## src/rtl/core/rip_pkg.sv

```systemverilog
// Shared types and constants of the radix integer parser.
package rip_pkg;

  localparam int unsigned ValueWidth = 64;
  localparam int unsigned RadixWidth = 6;
  localparam int unsigned CharWidth  = 8;

  localparam logic [ValueWidth-1:0] LimitWide   = 64'hFFFF_FFFF_FFFF_FFFF;
  localparam logic [ValueWidth-1:0] LimitNarrow = 64'h0000_0000_FFFF_FFFF;

  localparam logic [RadixWidth-1:0] RadixReset = 6'd10;
  localparam logic [RadixWidth-1:0] RadixMin   = 6'd2;
  localparam logic [RadixWidth-1:0] RadixMax   = 6'd36;

  localparam logic [CharWidth-1:0] CharMinus  = 8'h2D;
  localparam logic [CharWidth-1:0] CharZero   = 8'h30;
  localparam logic [CharWidth-1:0] CharNine   = 8'h39;
  localparam logic [CharWidth-1:0] CharUpperA = 8'h41;
  localparam logic [CharWidth-1:0] CharUpperZ = 8'h5A;
  localparam logic [CharWidth-1:0] CharLowerA = 8'h61;
  localparam logic [CharWidth-1:0] CharLowerZ = 8'h7A;
  localparam logic [CharWidth-1:0] UpperBias  = 8'h37;
  localparam logic [CharWidth-1:0] LowerBias  = 8'h57;

  typedef enum logic [1:0] {
    ST_OK        = 2'd0,
    ST_BAD_CHAR  = 2'd1,
    ST_OVERFLOW  = 2'd2,
    ST_NO_DIGITS = 2'd3
  } status_e;

  typedef enum logic [1:0] {
    CFG_RADIX  = 2'd0,
    CFG_NARROW = 2'd1,
    CFG_SIGNED = 2'd2
  } cfg_idx_e;

  typedef struct packed {
    logic [RadixWidth-1:0] radix;
    logic                  narrow_mode;
    logic                  signed_mode;
  } cfg_t;

  typedef struct packed {
    logic                  is_minus;
    logic                  digit_ok;
    logic [RadixWidth-1:0] digit;
  } char_info_t;

  typedef struct packed {
    logic [ValueWidth-1:0] value;
    status_e               status;
  } result_t;

endpackage

```

## src/rtl/core/rip_if.sv

```systemverilog
// Valid/ready channel interfaces for characters in and results out.
interface rip_in_if;
  logic       valid;
  logic       ready;
  logic [7:0] char_code;
  logic       last_char;

  modport source (output valid, output char_code, output last_char, input ready);
  modport sink (input valid, input char_code, input last_char, output ready);
endinterface

interface rip_out_if;
  logic        valid;
  logic        ready;
  logic [63:0] value;
  logic [1:0]  status;

  modport source (output valid, output value, output status, input ready);
  modport sink (input valid, input value, input status, output ready);
endinterface

```

## src/rtl/core/radix_integer_parser.sv

```systemverilog
// Radix integer parser: one character per beat, one result beat per string, 2 to 36 base.
//
// Characters are taken one per clock, back to back, with no gaps needed; a result
// beat follows the last character through the character and output registers. The rate
// of one character per cycle is set by the accumulator feedback loop: one
// 64x6 multiply, digit add and limit compare between the character register and
// the accumulator. A finished result sits in the output register while the next
// string is taken; the input stalls only when a last character meets a full output
// register. Configuration is written only while idle, by the user; it is not enforced.
module radix_integer_parser (
  input  logic              clk_i,
  input  logic              rst_ni,
  rip_in_if.sink            in_bus,
  rip_out_if.source         out_bus,
  input  logic              cfg_we_i,
  input  logic [1:0]        cfg_idx_i,
  input  logic [5:0]        cfg_data_i
);
  import rip_pkg::*;

  cfg_t                 cfg_q;
  logic                 s1_valid_q, s1_valid_d;
  logic [CharWidth-1:0] s1_char_q;
  logic                 s1_last_q;
  logic                 out_valid_q, out_valid_d;
  result_t              out_q;
  result_t              res;
  logic                 out_free;
  logic                 s1_fire;
  logic                 res_valid;
  logic                 in_fire;

  always_ff @(posedge clk_i or negedge rst_ni) begin
    if (!rst_ni) begin
      cfg_q.radix       <= RadixReset;
      cfg_q.narrow_mode <= 1'b0;
      cfg_q.signed_mode <= 1'b0;
    end else if (cfg_we_i) begin
      unique case (cfg_idx_e'(cfg_idx_i))
        CFG_RADIX:  cfg_q.radix       <= cfg_data_i;
        CFG_NARROW: cfg_q.narrow_mode <= cfg_data_i[0];
        CFG_SIGNED: cfg_q.signed_mode <= cfg_data_i[0];
        default:    cfg_q             <= cfg_q;
      endcase
    end
  end

  assign out_free  = !out_valid_q || out_bus.ready;
  assign s1_fire   = s1_valid_q && (!s1_last_q || out_free);
  assign res_valid = s1_fire && s1_last_q;
  assign in_bus.ready = !s1_valid_q || s1_fire;
  assign in_fire   = in_bus.valid && in_bus.ready;

  always_comb begin
    s1_valid_d = s1_valid_q;
    if (in_fire) begin
      s1_valid_d = 1'b1;
    end else if (s1_fire) begin
      s1_valid_d = 1'b0;
    end
  end

  always_comb begin
    out_valid_d = out_valid_q;
    if (res_valid) begin
      out_valid_d = 1'b1;
    end else if (out_bus.ready) begin
      out_valid_d = 1'b0;
    end
  end

  always_ff @(posedge clk_i or negedge rst_ni) begin
    if (!rst_ni) begin
      s1_valid_q  <= 1'b0;
      out_valid_q <= 1'b0;
    end else begin
      s1_valid_q  <= s1_valid_d;
      out_valid_q <= out_valid_d;
    end
  end

  always_ff @(posedge clk_i) begin
    if (in_fire) begin
      s1_char_q <= in_bus.char_code;
      s1_last_q <= in_bus.last_char;
    end
    if (res_valid) begin
      out_q <= res;
    end
  end

  rip_accum u_accum (
    .clk_i  (clk_i),
    .rst_ni (rst_ni),
    .step_i (s1_fire),
    .char_i (s1_char_q),
    .last_i (s1_last_q),
    .cfg_i  (cfg_q),
    .res_o  (res)
  );

  assign out_bus.valid  = out_valid_q;
  assign out_bus.value  = out_q.value;
  assign out_bus.status = out_q.status;

`ifndef NO_ASSERTIONS
  a_value_zero_on_error: assert property (@(posedge clk_i) disable iff (!rst_ni)
    (out_valid_q && out_q.status != ST_OK) |-> (out_q.value == '0))
    else $error("nonzero value with error status");
  a_no_result_overwrite: assert property (@(posedge clk_i) disable iff (!rst_ni)
    res_valid |-> out_free) else $error("result register overwritten");
  a_stalled_char_held: assert property (@(posedge clk_i) disable iff (!rst_ni)
    (s1_valid_q && !s1_fire) |=> (s1_valid_q && $stable(s1_char_q) && $stable(s1_last_q)))
    else $error("stalled character lost");
`endif
endmodule

```

## src/rtl/core/rip_char_decode.sv

```systemverilog
// Character classifier: digit value, base check and minus sign detect.
module rip_char_decode (
  input  logic [7:0]         char_i,
  input  logic [5:0]         base_i,
  output rip_pkg::char_info_t info_o
);
  import rip_pkg::*;

  logic [CharWidth-1:0] diff;
  logic                 is_digit;

  always_comb begin
    diff     = '0;
    is_digit = 1'b0;
    priority if (char_i >= CharZero && char_i <= CharNine) begin
      diff     = char_i - CharZero;
      is_digit = 1'b1;
    end else if (char_i >= CharUpperA && char_i <= CharUpperZ) begin
      diff     = char_i - UpperBias;
      is_digit = 1'b1;
    end else if (char_i >= CharLowerA && char_i <= CharLowerZ) begin
      diff     = char_i - LowerBias;
      is_digit = 1'b1;
    end else begin
      diff     = '0;
      is_digit = 1'b0;
    end
  end

  assign info_o.digit    = diff[RadixWidth-1:0];
  assign info_o.digit_ok = is_digit && (diff[RadixWidth-1:0] < base_i);
  assign info_o.is_minus = (char_i == CharMinus);
endmodule

```

## src/rtl/core/rip_accum.sv

```systemverilog
// Running accumulator, string flags and result formation.
module rip_accum (
  input  logic                clk_i,
  input  logic                rst_ni,
  input  logic                step_i,
  input  logic [7:0]          char_i,
  input  logic                last_i,
  input  rip_pkg::cfg_t       cfg_i,
  output rip_pkg::result_t    res_o
);
  import rip_pkg::*;

  logic [ValueWidth-1:0] acc_q, acc_d;
  logic                  seen_q, seen_d;
  logic                  ovf_q, ovf_d;
  logic                  bad_q, bad_d;
  logic                  neg_q, neg_d;

  logic [RadixWidth-1:0] base;
  logic [ValueWidth-1:0] limit;
  char_info_t            info;
  logic [69:0]           mul;
  logic [70:0]           sum;
  logic                  too_big;
  logic [ValueWidth-1:0] neg_val;

  always_comb begin
    priority if (cfg_i.radix < RadixMin) begin
      base = RadixMin;
    end else if (cfg_i.radix > RadixMax) begin
      base = RadixMax;
    end else begin
      base = cfg_i.radix;
    end
  end

  assign limit = cfg_i.narrow_mode ? LimitNarrow : LimitWide;

  rip_char_decode u_decode (
    .char_i (char_i),
    .base_i (base),
    .info_o (info)
  );

  assign mul     = 70'(acc_q) * 70'(base);
  assign sum     = 71'(mul) + 71'(info.digit);
  assign too_big = sum > 71'(limit);

  always_comb begin
    acc_d  = acc_q;
    seen_d = seen_q;
    ovf_d  = ovf_q;
    bad_d  = bad_q;
    neg_d  = neg_q;
    if (cfg_i.signed_mode && info.is_minus && !seen_q && !bad_q) begin
      neg_d = 1'b1;
    end else if (!info.digit_ok) begin
      bad_d = 1'b1;
    end else if (!bad_q) begin
      seen_d = 1'b1;
      if (ovf_q || too_big) begin
        ovf_d = 1'b1;
      end else begin
        acc_d = sum[ValueWidth-1:0];
      end
    end
  end

  assign neg_val = (ValueWidth'(0) - acc_d) & limit;

  always_comb begin
    res_o.value = '0;
    priority if (bad_d) begin
      res_o.status = ST_BAD_CHAR;
    end else if (ovf_d) begin
      res_o.status = ST_OVERFLOW;
    end else if (!seen_d) begin
      res_o.status = ST_NO_DIGITS;
    end else begin
      res_o.status = ST_OK;
      res_o.value  = (cfg_i.signed_mode && neg_d) ? neg_val : acc_d;
    end
  end

  always_ff @(posedge clk_i or negedge rst_ni) begin
    if (!rst_ni) begin
      acc_q  <= '0;
      seen_q <= 1'b0;
      ovf_q  <= 1'b0;
      bad_q  <= 1'b0;
      neg_q  <= 1'b0;
    end else if (step_i) begin
      if (last_i) begin
        acc_q  <= '0;
        seen_q <= 1'b0;
        ovf_q  <= 1'b0;
        bad_q  <= 1'b0;
        neg_q  <= 1'b0;
      end else begin
        acc_q  <= acc_d;
        seen_q <= seen_d;
        ovf_q  <= ovf_d;
        bad_q  <= bad_d;
        neg_q  <= neg_d;
      end
    end
  end

`ifndef NO_ASSERTIONS
  a_ovf_needs_digit: assert property (@(posedge clk_i) disable iff (!rst_ni)
    ovf_q |-> seen_q) else $error("overflow flagged without a digit");
`endif
endmodule
```

## src/flat_wrapper.sv

```systemverilog
// flat-port wrapper written by rule: the top's interface ports become plain ports
module radix_integer_parser_flat import rip_pkg::*;
  (clk_i, rst_ni, cfg_we_i, cfg_idx_i, cfg_data_i, in_bus_valid, in_bus_char_code, in_bus_last_char, in_bus_ready, out_bus_valid, out_bus_value, out_bus_status, out_bus_ready);
  rip_in_if in_bus_i ();
  rip_out_if out_bus_i ();
  input  logic clk_i;
  input  logic rst_ni;
  input  logic cfg_we_i;
  input  logic [1:0] cfg_idx_i;
  input  logic [5:0] cfg_data_i;
  input wire logic [$bits(in_bus_i.valid)-1:0] in_bus_valid;
  input wire logic [$bits(in_bus_i.char_code)-1:0] in_bus_char_code;
  input wire logic [$bits(in_bus_i.last_char)-1:0] in_bus_last_char;
  output wire logic [$bits(in_bus_i.ready)-1:0] in_bus_ready;
  output wire logic [$bits(out_bus_i.valid)-1:0] out_bus_valid;
  output wire logic [$bits(out_bus_i.value)-1:0] out_bus_value;
  output wire logic [$bits(out_bus_i.status)-1:0] out_bus_status;
  input wire logic [$bits(out_bus_i.ready)-1:0] out_bus_ready;
  assign in_bus_i.valid = in_bus_valid;
  assign in_bus_i.char_code = in_bus_char_code;
  assign in_bus_i.last_char = in_bus_last_char;
  assign in_bus_ready = in_bus_i.ready;
  assign out_bus_valid = out_bus_i.valid;
  assign out_bus_value = out_bus_i.value;
  assign out_bus_status = out_bus_i.status;
  assign out_bus_i.ready = out_bus_ready;
  radix_integer_parser u_core (.clk_i(clk_i), .rst_ni(rst_ni), .in_bus(in_bus_i), .out_bus(out_bus_i), .cfg_we_i(cfg_we_i), .cfg_idx_i(cfg_idx_i), .cfg_data_i(cfg_data_i));
endmodule
```

## config.mk

```make
export PLATFORM = sky130hd
export DESIGN_NAME = radix_integer_parser_flat
export DESIGN_NICKNAME = d
export VERILOG_FILES = /design/src/rtl/core/rip_pkg.sv /design/src/rtl/core/rip_if.sv /design/src/rtl/core/radix_integer_parser.sv /design/src/rtl/core/rip_char_decode.sv /design/src/rtl/core/rip_accum.sv /design/src/flat_wrapper.sv
export SDC_FILE = /design/constraint.sdc
export NUM_CORES = 1
export LEC_CHECK = 0
export BUFFER_PORTS_ARGS = -buffer_cell sky130_fd_sc_hd__buf_2
export CAP_MARGIN = 20
export CORE_MARGIN = 1
export CORE_UTILIZATION = 65
export CTS_CLUSTER_SIZE = 40
export DETAILED_ROUTE_END_ITERATION = 7
export MAX_ROUTING_LAYER = met4
export PLACE_DENSITY = 0.83
export SLEW_MARGIN = 20
export SYNTH_ARGS = -nofsm -noshare
export SYNTH_HDL_FRONTEND = slang
export SYNTH_SLANG_ARGS = --single-unit
```

## constraint.sdc

```tcl
create_clock -name clk_i -period 14.4 [get_ports clk_i]
set_input_delay 0 -clock clk_i [delete_from_list [all_inputs] [get_ports clk_i]]
set_output_delay 0 -clock clk_i [all_outputs]
set_load 0.05 [all_outputs]
```

* Word level (Yosys, flattened, before mapping)
Cells that the tools add are included.
** Storage, ports and cells
- Word-level logic and storage cells :: 97
- Output and inout bits :: 68
- Input bits :: 22
- Register bits after elaboration :: 153
** Operators by class
- $add $sub $neg :: 5
- Bitwise operators :: 2
- Order comparisons :: 10
- Reductions and logical operators :: 27
- $mul :: 1
- Equal/unequal tests :: 3
- Multiplexer cells :: 35
** Operators by type and width (count)
- $mux 64 :: 7
- $add 70x6->71 :: 1
- $gt 71x64->1 :: 1
- $mul 64x6->70 :: 1
- $and 64x64->64 :: 1
- $sub 1x64->64 const A :: 1
- $mux 6 :: 5
- $mux 1 :: 21
- $ge 8x7->1 const B :: 2
- $le 8x7->1 const B :: 2
- $sub 6x6->6 const B :: 2
- $logic_and 1x1->1 :: 11
- $eq 8x6->1 const B :: 1
- $ge 8x6->1 const B :: 1
- $le 8x6->1 const B :: 1
- $gt 6x6->1 const B :: 1
- $lt 6x2->1 const B :: 1
- $lt 6x6->1 :: 1
- $reduce_and 2->1 :: 3
- $sub 6x5->6 const B :: 1
- $logic_not 1->1 :: 5
- $logic_or 1x1->1 :: 4
- $mux 2 :: 2
- $reduce_bool 2->1 :: 2
- other kinds (5) :: 5

* Depth between registers and ports, before layout
- Word-level depth :: 15
- Mapped depth :: 54
- Depth with buffers taken out :: 49

* By module
Synthesis repeated with hierarchy kept, for this count alone.
** Unflattened totals
- Cells, all modules :: 2744
- Area, all modules :: 23685.2 µm²
** Modules (own cells, without submodules)
- rip_accum :: sequential area each 1701.6 µm², instances 1, cells each 2564, area each 20403.3 µm²
- radix_integer_parser :: sequential area each 2504.9 µm², instances 1, cells each 104, area each 2677.6 µm²
- rip_char_decode :: sequential area each 0.0 µm², instances 1, cells each 76, area each 604.3 µm²

* Worst setup path after synthesis
OpenSTA, ideal clock, no wires.
- Path kind :: register to register
- Start :: reg u_core.cfg_q[4] in the netlist's numbering
- End :: reg u_core.out_q, in the netlist u_core.out_bus.value[58], data pin
- Stages on the path, launching flop included :: 51
- Clock period less this slack :: 11.979 ns
- Buffers on the path :: 5
- Required time :: 14.134 ns
- Path slack :: 2.421 ns
- Arrival :: 11.713 ns
- Library setup time :: 0.266 ns
- Path through :: dfrtp_1 or3_1 or3_1 and3_1 clkbuf_1 and2_1 fa_1 inv_1 fa_1 inv_1 fa_1 inv_1 fa_1 inv_1 ha_1 o211a_1 o31ai_2 a2111oi_1 [15 not listed] buf_2 buf_2 buf_2 mux2i_1 ha_1 nand3_1 a211o_1 or3b_1 or4b_4 or3_4 nor4_4 nand3_1 mux2_4 nor3_4 nand2b_2 o21ai_2 xnor2_1 nor2_1
** Between the ends
- Word-level cells in the longest chain between the ends :: 14
- Elaborated cells between the ends (all ways) :: 27
- Those cells by class :: add/sub: 2; mul: 1; order compare: 4; mux: 15; bitwise: 2; reduce/logical: 3
** Ends and longest elaborated chain
- start, declared :: line radix_integer_parser.sv:21 : cfg_t cfg_q;
- start signal, assigned :: line radix_integer_parser.sv:43 : default: cfg_q <= cfg_q;
- $gt 6x6->1 :: line rip_accum.sv:30 : end else if (cfg_i.radix > RadixMax) begin
- $mux 6 :: line rip_accum.sv:30
- $mux 6 * :: line rip_accum.sv:28 : priority if (cfg_i.radix < RadixMin) begin
- $mul 64x6->70 :: line rip_accum.sv:45 : assign mul = 70'(acc_q) * 70'(base);
- $add 70x6->71 :: line rip_accum.sv:46 : assign sum = 71'(mul) + 71'(info.digit);
- $gt 71x64->1 :: line rip_accum.sv:47 : assign too_big = sum > 71'(limit);
- $logic_or 1x1->1 :: line rip_accum.sv:61 : if (ovf_q || too_big) begin
- $mux 64 :: line rip_accum.sv:61
- $mux 64 :: line rip_accum.sv:59 : end else if (!bad_q) begin
- $mux 64 :: line rip_accum.sv:57 : end else if (!info.digit_ok) begin
- $mux 64 :: line rip_accum.sv:55 : if (cfg_i.signed_mode && info.is_minus && !seen_q && !bad_q) begin
- $sub 1x64->64 :: line rip_accum.sv:69 : assign neg_val = (ValueWidth'(0) - acc_d) & limit;
- $and 64x64->64 :: line rip_accum.sv:69
- $mux 64 :: line rip_accum.sv:81 : res_o.value = (cfg_i.signed_mode && neg_d) ? neg_val : acc_d;
- end signal, assigned :: line radix_integer_parser.sv:88 : out_q <= res;
- end, declared :: line radix_integer_parser.sv:26 : result_t out_q;
Every way passes the cells marked *; elsewhere a longest branch is shown, timed or not.
A chain may end at the register's enable or synchronous reset.

* Final worst setup path
- Start :: reg u_core.cfg_q[4] in the netlist's numbering
- End :: reg u_core.out_q, in the netlist u_core.out_bus.value[44], data pin
The elaborated chain is that of the path after synthesis.

==> impl_metrics.prom <==
# TYPE chip_impl_metric gauge
chip_impl_metric{name="path_max_fanout",unit=""} 27
chip_impl_metric{name="finalWorstPathRequiredPeriod",unit="ns"} 13.72
chip_impl_metric{name="dpl_cell_area",unit="sq mm"} 0.02378
chip_impl_info{name="worstSetupStartpointType",value="flop"} 1
chip_impl_metric{name="ioPinCount",unit=""} 90
chip_impl_info{name="min-delay-path-class",value="in2async"} 1
chip_impl_metric{name="max-cap-violations",unit=""} 0
chip_impl_metric{name="die-area",unit="sq mm"} 0.03622
chip_impl_metric{name="hold_ws",unit="ns"} 0.04287
chip_impl_metric{name="worst_ep_arrival_time",unit="ns"} 13.90
chip_impl_metric{name="summed_area_of_non_filler_cells_in_the_final_layout",unit="sq mm"} 0.02459
chip_impl_info{name="layout.cells.most_common_list",value="sky130_fd_sc_hd__nand2_1, sky130_fd_sc_hd__fa_1, sky130_fd_sc_hd__and2_1"} 1
chip_impl_metric{name="postLayoutCoreUtil",unit=""} 0.7085
chip_impl_metric{name="count_of_yosys_warnings_during_synthesis",unit=""} 0
chip_impl_metric{name="drt_pass1_iterations",unit=""} 6
chip_impl_metric{name="synth.cell_area",unit="sq mm"} 0.02305
chip_impl_metric{name="routed_wire_length_per_instance",unit="microns"} 24.30
chip_impl_metric{name="reg2reg_depth",unit=""} 46
chip_impl_info{name="reg2reg_from",value="u_core.cfg_q[4]"} 1
chip_impl_metric{name="syn-num-nets",unit=""} 3127
chip_impl_info{name="synth_top_flop_cell",value="sky130_fd_sc_hd__dfrtp_1"} 1
chip_impl_metric{name="total_global_routing_track_utilization",unit=""} 0.4484
chip_impl_info{name="timing.rr.end",value="u_core.out_bus.value[44]"} 1
chip_impl_metric{name="max-clock-path-buffers",unit=""} 2
chip_impl_info{name="commonest_non_fill_non_tap_cell_in_the_layout",value="sky130_fd_sc_hd__nand2_1"} 1
chip_impl_metric{name="finClkSkew",unit="ns"} 0.01955
chip_impl_metric{name="max_slew.worst_pin.slew",unit="ns"} 1.278
chip_impl_metric{name="fp-row-count",unit=""} 68
chip_impl_metric{name="slowest_delay",unit="ns"} 0.58
chip_impl_metric{name="grt_antenna_before_repair",unit=""} 2
chip_impl_metric{name="number_of_global_route_vias_before_repair",unit=""} 21315
chip_impl_info{name="critPathCaptureType",value="flop"} 1
chip_impl_metric{name="postSynth.asyncResetShare",unit=""} 0.5098
chip_impl_metric{name="routed_wl",unit="mm"} 76.35
chip_impl_metric{name="postSynthCellCount",unit=""} 2657
chip_impl_metric{name="cts_post_setup_buffers_inserted",unit=""} 0
chip_impl_metric{name="drive_above_1_share",unit=""} 0.08603
chip_impl_metric{name="drt_iter0_drc",unit=""} 2098
chip_impl_metric{name="setup_tns",unit="ns"} 0
chip_impl_metric{name="drt.antenna.violating_nets",unit=""} 0
chip_impl_metric{name="ys_ff_latch",unit=""} 153
chip_impl_metric{name="design.core.area",unit="sq mm"} 0.03471
chip_impl_metric{name="grt_pass1_wl",unit="mm"} 119.3
chip_impl_metric{name="fmaxAchievable",unit="MHz"} 72.87
chip_impl_metric{name="die_w",unit="microns"} 190.3
chip_impl_metric{name="drt-vias-per-instance",unit=""} 6.646
chip_impl_metric{name="clk_pin_slew",unit="ns"} 0.08
chip_impl_metric{name="place.port_buffers",unit=""} 89
chip_impl_metric{name="via_count",unit=""} 20882
chip_impl_metric{name="ys_seq_area_frac",unit=""} 0.1825
chip_impl_metric{name="finalMaxSlewViolations",unit=""} 0
chip_impl_metric{name="hold_viol_final",unit=""} 0
chip_impl_metric{name="synth-edff-count",unit=""} 75
chip_impl_metric{name="area.growth.synth_to_final",unit="%"} 6.687
chip_impl_metric{name="worstPathRequired",unit="ns"} 14.58
chip_impl_metric{name="cts-buffers-inserted",unit=""} 17
chip_impl_metric{name="finalSetupViolations",unit=""} 0
chip_impl_info{name="crit_slowest_cell",value="sky130_fd_sc_hd__or4b_4"} 1
chip_impl_info{name="cp-endpoint",value="u_core.out_bus.value[44]"} 1
chip_impl_info{name="critical_path.most_common_cell",value="sky130_fd_sc_hd__inv_1"} 1
chip_impl_metric{name="syn-mean-instance-area",unit="sq um"} 8.676
chip_impl_metric{name="clock_sinks",unit=""} 153
chip_impl_metric{name="worst_slew_margin_rel",unit=""} 0.1402
chip_impl_info{name="critPathKind",value="reg2reg"} 1
chip_impl_info{name="tritoncts",value="built"} 1
chip_impl_metric{name="drc_errors",unit=""} 0
chip_impl_metric{name="p_leak",unit="nW"} 12.09
chip_impl_metric{name="clock_insertion_delay_at_the_later_pin_of_the_skew_report",unit="ns"} 0.47
chip_impl_metric{name="globalRoute.totalOverflow",unit=""} 0
chip_impl_info{name="cts_root_buffer",value="sky130_fd_sc_hd__clkbuf_16"} 1
chip_impl_metric{name="finalCritPeriodShare",unit=""} 0.9529
chip_impl_metric{name="power.ir.vdd_worst",unit="mV"} 0.09377
chip_impl_metric{name="initial_utilization",unit=""} 0.6641
chip_impl_info{name="unrepaired_setup_endpoints_after_global_routing",value="false"} 1
chip_impl_metric{name="die-height",unit="microns"} 190.3
chip_impl_metric{name="detailedPlacementHpwl",unit="mm"} 59.99
chip_impl_metric{name="grt_start_max_net_pins",unit=""} 75
chip_impl_metric{name="clock_tree.htree_level_count",unit=""} 4
chip_impl_metric{name="final_estimated_routing_congestion_in_global_placement",unit=""} 1.060
chip_impl_metric{name="power",unit="mW"} 1.339
chip_impl_info{name="worst_setup_path_startpoint",value="u_core.cfg_q[4]"} 1
chip_impl_metric{name="synth.lib_cells_used.distinct",unit=""} 101
chip_impl_info{name="status",value="finished, final reports clean"} 1
chip_impl_metric{name="power_per_cell_area",unit="mW/mm^2"} 54.45
chip_impl_metric{name="reg2reg_slack",unit="ns"} 0.68
chip_impl_metric{name="design.final.nets",unit=""} 3142
## worst min path at each step
stage,from,end,slack [ns]
after CTS,rst_ni,u_core.u_accum.acc_q[15],0.03
after global placement,rst_ni,u_core.u_accum.acc_q[16],-0.03
after detailed placement,rst_ni,u_core.u_accum.acc_q[12],-0.02
final,rst_ni,u_core.u_accum.acc_q[15],0.04
after floorplan,rst_ni,u_core.cfg_q[0],-0.30
after global routing,cfg_idx_i[0],u_core.cfg_q[3],0.06
## worst max-delay path, delay by kind of cell (launching register included)
| kind | cells | cell delay, ns |
|---|---|---|
| fa+ha+maj | 7 | 2.90 |
| compound gates | 7 | 1.89 |
| simple gates | 24 | 6.87 |
| mux | 2 | 0.62 |
| flops | 1 | 0.40 |
| xor+xnor | 1 | 0.38 |
| buf+inv | 5 | 0.38 |
## cells by family (layout without fill, tap and decap cells)
logic type               Yosys count  in the layout  synth area share
AND/OR/NAND/NOR                 1063           1063            0.2365
flip-flops                       153            153            0.1825
adder cells (fa/ha/maj)          448            448            0.3252
AO/OA/AOI/OAI                    504            504            0.1414
other                              0              2                 0
buffers and inverters            351            379           0.05949
multiplexers                      32             32           0.01455
XOR/XNOR                         106            106           0.04027
## synthesized netlist by cell type (24+ instances only)
library cell,instances,share of area
sky130_fd_sc_hd__and2_1,250,0.068
sky130_fd_sc_hd__a21o_1,41,0.013
sky130_fd_sc_hd__nor3_1,48,0.010
sky130_fd_sc_hd__xor2_1,44,0.017
sky130_fd_sc_hd__dfrtp_1,76,0.083
sky130_fd_sc_hd__ha_1,196,0.11
sky130_fd_sc_hd__nand4_1,58,0.016
sky130_fd_sc_hd__xnor2_1,62,0.024
sky130_fd_sc_hd__edfxtp_1,75,0.098
sky130_fd_sc_hd__nand2_1,342,0.056
sky130_fd_sc_hd__nor4_1,24,0.0065
sky130_fd_sc_hd__a21oi_1,128,0.028
sky130_fd_sc_hd__nand3_1,30,0.0065
sky130_fd_sc_hd__o21ai_0,142,0.031
sky130_fd_sc_hd__nor2_1,174,0.028
sky130_fd_sc_hd__fa_1,252,0.22
sky130_fd_sc_hd__inv_1,199,0.032
sky130_fd_sc_hd__clkbuf_1,121,0.020
## what timing repair did
action | 4_1_cts | 5_1_grt
resized for setup | 0 | 5
endpoints found under the setup margin | 0 | 11
hold endpoints to repair | 48 | 0
hold buffers | 24 | 0
## metrics by stage
step	cells	setup slack (ns)
2_1_floorplan	2657	2.421
3_3_place_gp	3084	1.193
3_5_place_dp	3084	0.6346
4_1_cts	3140	0.5767
5_1_grt	3142	0.05309
6_report	3142	0.6778
## area by class of cell
| cell class | instances | area, sq um |
|---|---|---|
| Tap cell | 455 | 569.3 |
| Timing Repair Buffer | 148 | 950.9 |
| Clock buffer | 18 | 429.2 |
| Fill cell | 2614 | 10120 |
| Clock inverter | 14 | 113.9 |
| Inverter | 199 | 747.0 |
| Antenna cell | 2 | 5.005 |
| Sequential cell | 153 | 4208 |
| Multi-Input combinational cell | 2153 | 17570 |
## report_power, final
part           internal, mW  switching, mW
Sequential            0.476         0.0162
Clock                 0.224          0.221
Combinational         0.104          0.298
## routing by layer
metal  track usage  vias to the layer above  share of wire
met1        0.5234                    10217           0.37
met5             -                        -              0
met3       0.07729                      314          0.084
met4        0.3022                        0          0.076
met2        0.7106                     1243           0.47
li1              -                     9108              -
## sequential cells by signal, summed over array words and instances, names as in the netlist
signal                 cells
u_core.cfg_q               8
u_core.out_bus.status      2
u_core.out_bus.valid       1
u_core.out_bus.value      64
u_core.s1_char_q           8
u_core.s1_last_q           1
u_core.s1_valid_q          1
u_core.u_accum.acc_q      64
u_core.u_accum.bad_q       1
u_core.u_accum.neg_q       1
u_core.u_accum.ovf_q       1
u_core.u_accum.seen_q      1
(Power assumes the default switching activity.)
